==> src/hdl/jddc_pkg.sv <==
// ============================================================================
// jddc_pkg: shared definitions of the Julian day / date converter
// Field layout of the stream beats, the command codes, the reciprocal
// constants that replace division by constants, and two small month tables.
// ============================================================================
package jddc_pkg;

   // Number of pipeline register stages in front of the output register.
   localparam int NumStages = 6;

   // Beat layout, shared by the request and the response channel.
   localparam int DataWidth     = 72;
   localparam int YearWidth     = 14;
   localparam int MonthWidth    = 4;
   localparam int DayWidth      = 5;
   localparam int HourWidth     = 5;
   localparam int MinuteWidth   = 6;
   localparam int DayNumWidth   = 23;
   localparam int MinOfDayWidth = 11;

   localparam int YearLsb     = 0;
   localparam int MonthLsb    = YearLsb + YearWidth;
   localparam int DayLsb      = MonthLsb + MonthWidth;
   localparam int HourLsb     = DayLsb + DayWidth;
   localparam int MinuteLsb   = HourLsb + HourWidth;
   localparam int DayNumLsb   = MinuteLsb + MinuteWidth;
   localparam int MinOfDayLsb = DayNumLsb + DayNumWidth;

   typedef enum logic {
      CmdDateToJd = 1'b0,
      CmdJdToDate = 1'b1
   } command_type;

   // Calendar constants.
   localparam int MinutesPerHour = 60;
   localparam int MinutesPerDay  = 1440;
   localparam int March          = 3;
   localparam int MonthsPerYear  = 12;
   localparam int QuadYearDays   = 1461;
   localparam int EraDays        = 146097;
   localparam int YearBias       = 400;     // keeps the shifted year positive
   localparam int EpochYears     = 4316;    // 4716 less the year bias
   localparam int DateBias       = 1519;    // 1524 less the century terms bias
   localparam int JdOffset       = 68569;
   localparam int DayBias        = 31;
   localparam int CenturyBase    = 4900;    // 100 * 49
   localparam int YearsPerCent   = 100;
   localparam int LateMonthIdx   = 11;

   // floor(a * Num / Den) is computed as (a * Mul) >> Shift with
   // Mul = ceil(Num * 2^Shift / Den); it is exact while a * error < 2^Shift.

   // Year / 100, year below 2^15.
   localparam int HundredShift = 22;
   localparam longint unsigned HundredMulL = ((64'd1 << HundredShift) + 64'd99) / 64'd100;
   localparam int HundredMulW = $clog2(HundredMulL + 64'd1);
   localparam logic [HundredMulW-1:0] HundredMul = HundredMulW'(HundredMulL);

   // 4 * s / 146097, s below 2^24.
   localparam int EraShift = 42;
   localparam longint unsigned EraMulL = ((64'd4 << EraShift) + 64'd146096) / 64'd146097;
   localparam int EraMulW = $clog2(EraMulL + 64'd1);
   localparam logic [EraMulW-1:0] EraMul = EraMulW'(EraMulL);

   // 4000 * s / 1461001, s below 2^16.
   localparam int YearShift = 37;
   localparam longint unsigned YearMulL =
      ((64'd4000 << YearShift) + 64'd1461000) / 64'd1461001;
   localparam int YearMulW = $clog2(YearMulL + 64'd1);
   localparam logic [YearMulW-1:0] YearMul = YearMulW'(YearMulL);

   // 80 * s / 2447, s below 2^9.
   localparam int MonthShift = 21;
   localparam longint unsigned MonthMulL = ((64'd80 << MonthShift) + 64'd2446) / 64'd2447;
   localparam int MonthMulW = $clog2(MonthMulL + 64'd1);
   localparam logic [MonthMulW-1:0] MonthMul = MonthMulW'(MonthMulL);

   // Minutes / 60, minutes below 2^11.
   localparam int HourShift = 17;
   localparam longint unsigned HourMulL = ((64'd1 << HourShift) + 64'd59) / 64'd60;
   localparam int HourMulW = $clog2(HourMulL + 64'd1);
   localparam logic [HourMulW-1:0] HourMul = HourMulW'(HourMulL);

   // Days before the month in a March-based year: floor(153 * (m + 1) / 5).
   function automatic logic [8:0] month_offset(input logic [3:0] m);
      logic [8:0] r;
      unique case (m)
         4'd0:    r = 9'd30;
         4'd1:    r = 9'd61;
         4'd2:    r = 9'd91;
         4'd3:    r = 9'd122;
         4'd4:    r = 9'd153;
         4'd5:    r = 9'd183;
         4'd6:    r = 9'd214;
         4'd7:    r = 9'd244;
         4'd8:    r = 9'd275;
         4'd9:    r = 9'd306;
         4'd10:   r = 9'd336;
         4'd11:   r = 9'd367;
         4'd12:   r = 9'd397;
         4'd13:   r = 9'd428;
         4'd14:   r = 9'd459;
         default: r = 9'd489;
      endcase
      return r;
   endfunction

   // Days before month index q: floor(2447 * q / 80).
   function automatic logic [8:0] day_offset(input logic [3:0] q);
      logic [8:0] r;
      unique case (q)
         4'd0:    r = 9'd0;
         4'd1:    r = 9'd30;
         4'd2:    r = 9'd61;
         4'd3:    r = 9'd91;
         4'd4:    r = 9'd122;
         4'd5:    r = 9'd152;
         4'd6:    r = 9'd183;
         4'd7:    r = 9'd214;
         4'd8:    r = 9'd244;
         4'd9:    r = 9'd275;
         4'd10:   r = 9'd305;
         4'd11:   r = 9'd336;
         4'd12:   r = 9'd367;
         4'd13:   r = 9'd397;
         4'd14:   r = 9'd428;
         default: r = 9'd458;
      endcase
      return r;
   endfunction

endpackage

==> src/hdl/jddc_date_to_jd.sv <==
// ============================================================================
// jddc_date_to_jd: date and time to Julian day number, pipelined
// Six register stages; the day number is ready after the fourth and is
// delayed to line up with the other direction.
// ============================================================================
module jddc_date_to_jd (
   input  logic                           clock,
   input  logic [jddc_pkg::NumStages-1:0] stage_load,
   input  logic [13:0]                    year,
   input  logic [3:0]                     month,
   input  logic [4:0]                     day,
   input  logic [4:0]                     hour,
   input  logic [5:0]                     minute,
   output logic [22:0]                    day_number,
   output logic [10:0]                    minute_of_day
);

   // Stage 0: month shift, biased year, minutes of the day.
   logic        early_in;
   logic [3:0]  mon_in;
   logic [14:0] yp_in;
   logic [10:0] tmin_in;
   logic [3:0]  mon_ff;
   logic [14:0] yp_ff;
   logic [4:0]  day0_ff;
   logic [10:0] tmin0_ff;

   // Stage 1: century count, year days, month days, day carry.
   logic [15+jddc_pkg::HundredMulW-1:0] hund_prod;
   logic [14:0] ysum;
   logic [24:0] quad_prod;
   logic [7:0]  q100_in;
   logic [22:0] ydays_in;
   logic        carry_in;
   logic [10:0] tmin1_in;
   logic [7:0]  q100_1_ff;
   logic [22:0] ydays_ff;
   logic [8:0]  mdays_ff;
   logic [4:0]  day1_ff;
   logic        carry_ff;
   logic [10:0] tmin1_ff;

   // Stage 2 and 3: two halves of the final sum, then delay stages.
   logic [22:0] sum_in;
   logic [22:0] sum_ff;
   logic [7:0]  q100_2_ff;
   logic [10:0] tmin2_ff;
   logic [22:0] jdn_in;
   logic [22:0] jdn3_ff;
   logic [22:0] jdn4_ff;
   logic [22:0] jdn5_ff;
   logic [10:0] tmin3_ff;
   logic [10:0] tmin4_ff;
   logic [10:0] tmin5_ff;

   always_comb begin
      early_in = (month < 4'(jddc_pkg::March));
      mon_in   = early_in ? 4'(month + 4'(jddc_pkg::MonthsPerYear)) : month;
      yp_in    = 15'(year) + 15'(jddc_pkg::YearBias) - 15'(early_in);
      tmin_in  = 11'(hour) * 11'(jddc_pkg::MinutesPerHour) + 11'(minute);
   end

   always_ff @(posedge clock) begin
      if (stage_load[0]) begin
         mon_ff   <= mon_in;
         yp_ff    <= yp_in;
         day0_ff  <= day;
         tmin0_ff <= tmin_in;
      end
   end

   always_comb begin
      hund_prod = (15+jddc_pkg::HundredMulW)'(yp_ff) *
                  (15+jddc_pkg::HundredMulW)'(jddc_pkg::HundredMul);
      q100_in   = hund_prod[jddc_pkg::HundredShift +: 8];
      ysum      = yp_ff + 15'(jddc_pkg::EpochYears);
      quad_prod = 25'(ysum) * 25'(jddc_pkg::QuadYearDays);
      ydays_in  = quad_prod[24:2];
      carry_in  = (tmin0_ff >= 11'(jddc_pkg::MinutesPerDay));
      tmin1_in  = carry_in ? tmin0_ff - 11'(jddc_pkg::MinutesPerDay) : tmin0_ff;
   end

   always_ff @(posedge clock) begin
      if (stage_load[1]) begin
         q100_1_ff <= q100_in;
         ydays_ff  <= ydays_in;
         mdays_ff  <= jddc_pkg::month_offset(mon_ff);
         day1_ff   <= day0_ff;
         carry_ff  <= carry_in;
         tmin1_ff  <= tmin1_in;
      end
   end

   assign sum_in = ydays_ff + 23'(mdays_ff) + 23'(day1_ff) + 23'(carry_ff);

   always_ff @(posedge clock) begin
      if (stage_load[2]) begin
         sum_ff    <= sum_in;
         q100_2_ff <= q100_1_ff;
         tmin2_ff  <= tmin1_ff;
      end
   end

   // Gregorian correction: the century count out, the 400-year count back in.
   assign jdn_in = sum_ff - 23'(q100_2_ff) + 23'(q100_2_ff[7:2]) - 23'(jddc_pkg::DateBias);

   always_ff @(posedge clock) begin
      if (stage_load[3]) begin
         jdn3_ff  <= jdn_in;
         tmin3_ff <= tmin2_ff;
      end
      if (stage_load[4]) begin
         jdn4_ff  <= jdn3_ff;
         tmin4_ff <= tmin3_ff;
      end
      if (stage_load[5]) begin
         jdn5_ff  <= jdn4_ff;
         tmin5_ff <= tmin4_ff;
      end
   end

   assign day_number    = jdn5_ff;
   assign minute_of_day = tmin5_ff;

endmodule

==> src/hdl/jddc_jd_to_date.sv <==
// ============================================================================
// jddc_jd_to_date: Julian day number to date and time, pipelined
// Integer calendar steps, with the constant multiplies spread over the stages; the last step
// (month, day, year assembly) is left to the output register of the caller.
// ============================================================================
module jddc_jd_to_date (
   input  logic                           clock,
   input  logic [jddc_pkg::NumStages-1:0] stage_load,
   input  logic [22:0]                    day_number,
   input  logic [10:0]                    minute_of_day,
   output logic [13:0]                    out_year,
   output logic [3:0]                     out_month,
   output logic [4:0]                     out_day,
   output logic [4:0]                     out_hour,
   output logic [5:0]                     out_minute
);

   // Stage 0
   logic        carry_in;
   logic [10:0] mod_in;
   logic [23:0] s1_in;
   logic [23:0] s1_0_ff;
   logic [10:0] mod0_ff;
   // Stage 1
   logic [24+jddc_pkg::EraMulW-1:0]  era_prod;
   logic [11+jddc_pkg::HourMulW-1:0] hour_prod;
   logic [23:0] s1_1_ff;
   logic [10:0] mod1_ff;
   logic [7:0]  n1_ff;
   logic [4:0]  hour1_ff;
   // Stage 2
   logic [25:0] era_days;
   logic [25:0] era_round;
   logic [15:0] s2_in;
   logic [5:0]  minute_in;
   logic [15:0] s2_2_ff;
   logic [7:0]  n2_ff;
   logic [4:0]  hour2_ff;
   logic [5:0]  minute2_ff;
   // Stage 3
   logic [15:0] s2_inc;
   logic [16+jddc_pkg::YearMulW-1:0] year_prod;
   logic [15:0] s2_3_ff;
   logic [6:0]  i3_ff;
   logic [7:0]  n3_ff;
   logic [4:0]  hour3_ff;
   logic [5:0]  minute3_ff;
   // Stage 4
   logic [17:0] quad_prod;
   logic [8:0]  s3_in;
   logic [8:0]  s3_4_ff;
   logic [6:0]  i4_ff;
   logic [7:0]  n4_ff;
   logic [4:0]  hour4_ff;
   logic [5:0]  minute4_ff;
   // Stage 5
   logic [9+jddc_pkg::MonthMulW-1:0] month_prod;
   logic [3:0]  q5_ff;
   logic [8:0]  s3_5_ff;
   logic [6:0]  i5_ff;
   logic [7:0]  n5_ff;
   logic [4:0]  hour5_ff;
   logic [5:0]  minute5_ff;
   // Final assembly
   logic        late;
   logic [8:0]  day_full;

   always_comb begin
      carry_in = (minute_of_day >= 11'(jddc_pkg::MinutesPerDay));
      mod_in   = carry_in ? minute_of_day - 11'(jddc_pkg::MinutesPerDay) : minute_of_day;
      s1_in    = 24'(day_number) + 24'(carry_in) + 24'(jddc_pkg::JdOffset);
   end

   always_ff @(posedge clock) begin
      if (stage_load[0]) begin
         s1_0_ff <= s1_in;
         mod0_ff <= mod_in;
      end
   end

   always_comb begin
      era_prod  = (24+jddc_pkg::EraMulW)'(s1_0_ff) * (24+jddc_pkg::EraMulW)'(jddc_pkg::EraMul);
      hour_prod = (11+jddc_pkg::HourMulW)'(mod0_ff) *
                  (11+jddc_pkg::HourMulW)'(jddc_pkg::HourMul);
   end

   always_ff @(posedge clock) begin
      if (stage_load[1]) begin
         s1_1_ff  <= s1_0_ff;
         mod1_ff  <= mod0_ff;
         n1_ff    <= era_prod[jddc_pkg::EraShift +: 8];
         hour1_ff <= hour_prod[jddc_pkg::HourShift +: 5];
      end
   end

   always_comb begin
      era_days  = 26'(n1_ff) * 26'(jddc_pkg::EraDays);
      era_round = era_days + 26'd3;
      s2_in     = 16'(s1_1_ff - era_round[25:2]);
      minute_in = 6'(mod1_ff - 11'(hour1_ff) * 11'(jddc_pkg::MinutesPerHour));
   end

   always_ff @(posedge clock) begin
      if (stage_load[2]) begin
         s2_2_ff    <= s2_in;
         n2_ff      <= n1_ff;
         hour2_ff   <= hour1_ff;
         minute2_ff <= minute_in;
      end
   end

   always_comb begin
      s2_inc    = s2_2_ff + 16'd1;
      year_prod = (16+jddc_pkg::YearMulW)'(s2_inc) * (16+jddc_pkg::YearMulW)'(jddc_pkg::YearMul);
   end

   always_ff @(posedge clock) begin
      if (stage_load[3]) begin
         s2_3_ff    <= s2_2_ff;
         i3_ff      <= year_prod[jddc_pkg::YearShift +: 7];
         n3_ff      <= n2_ff;
         hour3_ff   <= hour2_ff;
         minute3_ff <= minute2_ff;
      end
   end

   // The remainder of the year in days stays within a few hundred.
   always_comb begin
      quad_prod = 18'(i3_ff) * 18'(jddc_pkg::QuadYearDays);
      s3_in     = 9'(17'(s2_3_ff) + 17'(jddc_pkg::DayBias) - 17'(quad_prod[17:2]));
   end

   always_ff @(posedge clock) begin
      if (stage_load[4]) begin
         s3_4_ff    <= s3_in;
         i4_ff      <= i3_ff;
         n4_ff      <= n3_ff;
         hour4_ff   <= hour3_ff;
         minute4_ff <= minute3_ff;
      end
   end

   assign month_prod = (9+jddc_pkg::MonthMulW)'(s3_4_ff) *
                       (9+jddc_pkg::MonthMulW)'(jddc_pkg::MonthMul);

   always_ff @(posedge clock) begin
      if (stage_load[5]) begin
         q5_ff      <= month_prod[jddc_pkg::MonthShift +: 4];
         s3_5_ff    <= s3_4_ff;
         i5_ff      <= i4_ff;
         n5_ff      <= n4_ff;
         hour5_ff   <= hour4_ff;
         minute5_ff <= minute4_ff;
      end
   end

   // Month indexes eleven and up are January and February of the next year.
   always_comb begin
      late       = (q5_ff >= 4'(jddc_pkg::LateMonthIdx));
      day_full   = s3_5_ff - jddc_pkg::day_offset(q5_ff);
      out_day    = day_full[4:0];
      out_month  = late ? 4'(q5_ff + 4'd2 - 4'(jddc_pkg::MonthsPerYear)) : 4'(q5_ff + 4'd2);
      out_year   = 14'(15'(n5_ff) * 15'(jddc_pkg::YearsPerCent)) -
                   14'(jddc_pkg::CenturyBase) + 14'(i5_ff) + 14'(late);
      out_hour   = hour5_ff;
      out_minute = minute5_ff;
   end

endmodule

==> src/hdl/julian_day_date_converter_unit.sv <==
// ============================================================================
// julian_day_date_converter_unit: Gregorian date <-> Julian date converter
// Stream-in, stream-out converter between a calendar date with time of day
// and a Julian date held as a noon-based day number plus minutes.
// ============================================================================
// The unit converts one request beat into exactly one response beat, in
// order. The tuser bit of a request picks the direction: 0 turns year, month,
// day, hour and minute into a noon-based day number and a minute of day
// (JD = day_number - 0.5 + minute_of_day / 1440); 1 turns a day number and
// minute of day back into a Gregorian date with hour and minute. The fields
// of the direction not chosen read as zero in the response. Inputs are not
// checked: months 0 and 13 to 15, day 0 or times past midnight run through
// the same formulas, a minute count of a day or more carries into the day,
// and a year outside 0..16383 wraps in 14 bits. The unit takes a new beat
// every clock cycle while the consumer is ready. Every beat passes six
// pipeline stages and the output register, which presents the response;
// that depth is set by the Julian-to-date chain of constant multiplications.
// Back pressure stalls only the stages that are full, so empty slots are
// squeezed out and up to seven beats are held inside the unit.
// ============================================================================
module julian_day_date_converter_unit (
   input  logic                           clock,
   input  logic                           reset,
   // Request channel
   input  logic                           req_tvalid,
   output logic                           req_tready,
   // year[13:0], month[17:14], day[22:18], hour[27:23], minute[33:28],
   // day_number[56:34], minute_of_day[67:57], zero[71:68]
   input  logic [jddc_pkg::DataWidth-1:0] req_tdata,
   // command[0]
   input  logic [0:0]                     req_tuser,
   // Response channel
   output logic                           rsp_tvalid,
   input  logic                           rsp_tready,
   // out_year[13:0], out_month[17:14], out_day[22:18], out_hour[27:23],
   // out_minute[33:28], out_day_number[56:34], out_minute_of_day[67:57],
   // zero[71:68]
   output logic [jddc_pkg::DataWidth-1:0] rsp_tdata
);

   localparam int N = jddc_pkg::NumStages;

   logic [N-1:0]          stage_load;
   logic                  out_load;
   logic [N-1:0]          valid_ff;
   jddc_pkg::command_type cmd_ff [N];
   logic                  rsp_valid_ff;
   logic [jddc_pkg::DataWidth-1:0] rsp_data_ff;
   logic [jddc_pkg::DataWidth-1:0] rsp_data_in;

   logic [22:0] jd_day_number;
   logic [10:0] jd_minute_of_day;
   logic [13:0] dt_year;
   logic [3:0]  dt_month;
   logic [4:0]  dt_day;
   logic [4:0]  dt_hour;
   logic [5:0]  dt_minute;

   // A stage takes new data when it is empty or when the stage after it
   // moves on; the output register moves when empty or when its beat leaves.
   always_comb begin
      out_load         = !rsp_valid_ff || rsp_tready;
      stage_load[N-1]  = !valid_ff[N-1] || out_load;
      for (int k = N - 2; k >= 0; k--) begin
         stage_load[k] = !valid_ff[k] || stage_load[k+1];
      end
   end

   assign req_tready = stage_load[0];

   always_ff @(posedge clock) begin
      if (reset) begin
         valid_ff     <= '0;
         rsp_valid_ff <= 1'b0;
      end else begin
         if (stage_load[0]) begin
            valid_ff[0] <= req_tvalid;
         end
         for (int k = 1; k < N; k++) begin
            if (stage_load[k]) begin
               valid_ff[k] <= valid_ff[k-1];
            end
         end
         if (out_load) begin
            rsp_valid_ff <= valid_ff[N-1];
         end
      end
   end

   // The command travels beside the data so the output knows which half
   // of the beat to fill.
   always_ff @(posedge clock) begin
      if (stage_load[0]) begin
         cmd_ff[0] <= jddc_pkg::command_type'(req_tuser[0]);
      end
      for (int k = 1; k < N; k++) begin
         if (stage_load[k]) begin
            cmd_ff[k] <= cmd_ff[k-1];
         end
      end
      if (out_load) begin
         rsp_data_ff <= rsp_data_in;
      end
   end

   // Both directions run on every beat; the command selects the result.
   jddc_date_to_jd u_date_to_jd (
      .clock         (clock),
      .stage_load    (stage_load),
      .year          (req_tdata[jddc_pkg::YearLsb +: jddc_pkg::YearWidth]),
      .month         (req_tdata[jddc_pkg::MonthLsb +: jddc_pkg::MonthWidth]),
      .day           (req_tdata[jddc_pkg::DayLsb +: jddc_pkg::DayWidth]),
      .hour          (req_tdata[jddc_pkg::HourLsb +: jddc_pkg::HourWidth]),
      .minute        (req_tdata[jddc_pkg::MinuteLsb +: jddc_pkg::MinuteWidth]),
      .day_number    (jd_day_number),
      .minute_of_day (jd_minute_of_day)
   );

   jddc_jd_to_date u_jd_to_date (
      .clock         (clock),
      .stage_load    (stage_load),
      .day_number    (req_tdata[jddc_pkg::DayNumLsb +: jddc_pkg::DayNumWidth]),
      .minute_of_day (req_tdata[jddc_pkg::MinOfDayLsb +: jddc_pkg::MinOfDayWidth]),
      .out_year      (dt_year),
      .out_month     (dt_month),
      .out_day       (dt_day),
      .out_hour      (dt_hour),
      .out_minute    (dt_minute)
   );

   always_comb begin
      rsp_data_in = '0;
      if (cmd_ff[N-1] == jddc_pkg::CmdJdToDate) begin
         rsp_data_in[jddc_pkg::YearLsb +: jddc_pkg::YearWidth]     = dt_year;
         rsp_data_in[jddc_pkg::MonthLsb +: jddc_pkg::MonthWidth]   = dt_month;
         rsp_data_in[jddc_pkg::DayLsb +: jddc_pkg::DayWidth]       = dt_day;
         rsp_data_in[jddc_pkg::HourLsb +: jddc_pkg::HourWidth]     = dt_hour;
         rsp_data_in[jddc_pkg::MinuteLsb +: jddc_pkg::MinuteWidth] = dt_minute;
      end else begin
         rsp_data_in[jddc_pkg::DayNumLsb +: jddc_pkg::DayNumWidth]     = jd_day_number;
         rsp_data_in[jddc_pkg::MinOfDayLsb +: jddc_pkg::MinOfDayWidth] = jd_minute_of_day;
      end
   end

   assign rsp_tvalid = rsp_valid_ff;
   assign rsp_tdata  = rsp_data_ff;

endmodule

==> config.mk <==
export PLATFORM = sky130hd
export DESIGN_NAME = julian_day_date_converter_unit
export DESIGN_NICKNAME = d
export VERILOG_FILES = /design/src/hdl/jddc_pkg.sv /design/src/hdl/jddc_date_to_jd.sv /design/src/hdl/jddc_jd_to_date.sv /design/src/hdl/julian_day_date_converter_unit.sv
export SDC_FILE = /design/constraint.sdc
export NUM_CORES = 2
export LEC_CHECK = 0
export BUFFER_PORTS_ARGS = -buffer_cell sky130_fd_sc_hd__buf_2
export CAP_MARGIN = 20
export CORE_ASPECT_RATIO = 0.5
export CORE_MARGIN = 3
export CORE_UTILIZATION = 52
export CTS_CLUSTER_DIAMETER = 120
export DETAILED_ROUTE_END_ITERATION = 6
export GPL_TIMING_DRIVEN = 0
export PLACE_DENSITY = 0.68
export SKIP_LAST_GASP = 1
export SLEW_MARGIN = 20
export SYNTH_ARGS = -nofsm -noshare
export SYNTH_HDL_FRONTEND = slang
export SYNTH_SLANG_ARGS = --single-unit
==> constraint.sdc <==
create_clock -name clock -period 9.25 [get_ports clock]
set_input_delay 1.85 -clock clock [delete_from_list [all_inputs] [get_ports clock]]
set_output_delay 1.85 -clock clock [all_outputs]
set_load 0.02 [all_outputs]
==> results.yml <==
outcome:
  run_status: "complete, no violations"
critical_path:
  crit_top_cell: "inv_1"
  crit_fanout: 10
  startpoint: "u_jd_to_date.s2_2_ff[0]"
  r2r_cells: 29
  critPathCaptureType: "register"
  start_kind: "register"
  arrival_ns: 9.01
  worstPathRequired_ns: 9.61
  critical_path_class: "register to register"
  crit_slowest_cell: "nor4b_1"
  worst_r2r_endpoint: "u_jd_to_date.i3_ff[2]"
  rr_startpoint: "u_jd_to_date.s2_2_ff[0]"
  crit_path_max_incr_delay_ns: 0.86
  r2r_slack_ns: 0.61
  crit_end: "u_jd_to_date.i3_ff[2]"
cells_and_area:
  drive_gt1_frac: 0.0631
  nNetsFinal: 6193
  area_delta_synth_final_pct: 8.75
  layoutNonFillerInstCount: 5959
synthesis:
  syn_avg_cell_area_um2: 11.9
  ys_warn_count: 0
  synth_top_area_share: 0.301
  syn-cell-area_um2: 51900
  synth_commonest_cells: "1058 x inv_1, 903 x ha_1, 629 x fa_1"
  syn_inst: 4372
  yosysTopAreaCell: "edfxtp_1"
  async_flop_share: 0
  yosysUniqueCellTypes: 87
  yosys_register_bits: 532
  synth-main-ff-cell: "edfxtp_1"
  synthTopCellsByArea: "edfxtp_1 30%, fa_1 24%, ha_1 22%, inv_1 7.7%, xnor2_1 3.1%"
  seq_area_frac_synth: 0.305
  synth_edf_count: 520
  yosysMostFrequentCell: "inv_1"
global_routing:
  grt_overflow_total: 0
  grt_usage: 0.212
  grt_pass1_vias: 33000
  antenna_found_initial: 16
  grt_pass1_wl_um: 174000
  grt_start_max_net_pins: 59
clocking:
  cts-root-buf: "clkbuf_16"
  ctsHoldBuffers: 0
  cts_tree: "done"
  clock_path_buffers: 3
  cts_resized: 0
  clk-insertion-delay-late_ns: 0.66
  postCtsSetupRepairBufs: 0
  htree_levels: 2
  cts_made_buffers: 51
  path_clk_slew_ns: 0.07
  cts.sinks: 532
place:
  place.port_buffers: 142
  hpwl_um: 89800
  dp.cells: 5859
  dp_slack_ns: 0.584
  gp_congestion: 0.930
sta:
  hold_slack_ns: 0.377
  min_period_over_period: 0.934
  setup_violations: 0
  hold_viol_final: 0
  max_slew_margin: 0.230
  fin_worst_skew_ns: 0.0500
  worst_pin_slew_ns: 1.15
  slew_viol_final: 0
  max_freq_mhz: 116
  fin_ws_ns: 0.609
  fin_setup_tns_ns: 0
  rsz0062_at_grt: "no"
  period_minus_slack_ns: 8.64
floorplanning:
  core_um2: 98300
  initial_core_util: 0.528
  chipHeight_um: 229
  io_pins: 151
  fp-row-count: 81
  fp.dieArea_um2: 104000
  die_w_um: 453
min_path:
  min_from: "u_jd_to_date.minute3_ff[4]"
  hold_class: "register to register"
routing:
  drc: 0
  via_per_inst: 5.17
  ant_nets: 0
  wl_um: 106000
  initialDrtViolationCount: 1641
  detail_route.wl_per_cell_um: 17.8
  first_pass_iters: 7
  vias: 30800
run:
  drv_cap: 0
## cell families after synthesis
family                     synth area share
AOI/OAI and AO/OA                    0.0614
adders and majority gates             0.460
and+or+nand+nor                      0.0486
other                             0.0000722
buffers and inverters                0.0781
xor gates and xnor gates             0.0451
muxes                              0.000988
DFF                                   0.305
## area by class of cell
class                   count  area [um2]
well taps                1328        1660
multi-input cells        2768       32100
inverters                1059        3980
fillers                  8209       41900
clock buffers              56        1290
diodes                      6        15.0
repair buffers            156         978
plain buffers              16        77.6
flip-flops and latches    532       15900
clock inverters            38         520
## flip-flops by register name, summed over array words and instances, names as in the netlist, 15 cells and up, named ones only
name / cells
rsp_tdata: 68
u_date_to_jd.jdn3_ff: 23
u_date_to_jd.jdn4_ff: 23
u_date_to_jd.yp_ff: 15
u_date_to_jd.sum_ff: 23
u_jd_to_date.s1_0_ff: 24
u_date_to_jd.ydays_ff: 23
u_jd_to_date.s2_2_ff: 16
u_date_to_jd.day_number: 23
u_jd_to_date.s1_1_ff: 16
## worst max-delay path, delay by kind of cell (launching register included)
kind	cells	cell delay (ns)
AOI/OAI and AO/OA	3	0.60
xor gates and xnor gates	3	0.92
adders and majority gates	9	3.71
buffers and inverters	8	0.91
DFF	1	0.65
and+or+nand+nor	6	1.58
## metal layers
layer  global-route usage  up-vias  share of wire
met5                    0        -        0.00012
met4               0.0485        2          0.021
met3               0.0325      135          0.046
met2                0.353      475           0.48
met1                0.293    15400           0.45
li1                     -    14800              -
## per-stage QoR
| stage | util | instance area, um2 |
|---|---|---|
| after floorplan | - | 51900 |
| after global placement | 0.552 | 54300 |
| after detailed placement | 0.555 | 54600 |
| after CTS | 0.574 | 56400 |
| after global routing | 0.574 | 56400 |
| final | 0.574 | 56400 |
## layout by cell type, fill, tap and decap left out, drive strengths merged, types with 12 or more instances in the layout
master / instances
nor3: 27
a31oi: 16
a21o: 77
ha: 903
inv: 1063
xor2: 86
nor2: 109
o21a: 28
a21oi: 144
o21bai: 28
and3: 25
clkbuf: 66
nand2b: 13
fa: 629
xnor2: 181
clkinv: 22
nand4: 17
and2: 36
buf: 162
nor2b: 65
dfxtp: 12
edfxtp: 520
nand2: 88
o21ai: 86
nand3: 51
## worst min path at each step
stage	slack (ns)	depth (start not counted)	end
2_1_floorplan	0.40	0	cmd_ff[1]
3_3_place_gp	0.40	0	u_date_to_jd.tmin4_ff[1]
3_5_place_dp	0.40	0	cmd_ff[2]
4_1_cts	0.36	0	u_jd_to_date.minute4_ff[4]
5_1_grt	0.37	0	u_jd_to_date.minute4_ff[4]
6_report	0.38	0	u_jd_to_date.minute4_ff[4]
Power is left out: the tool's default activity adds up to more than one toggle a clock period on the data nets, which glitch-free logic cannot reach.
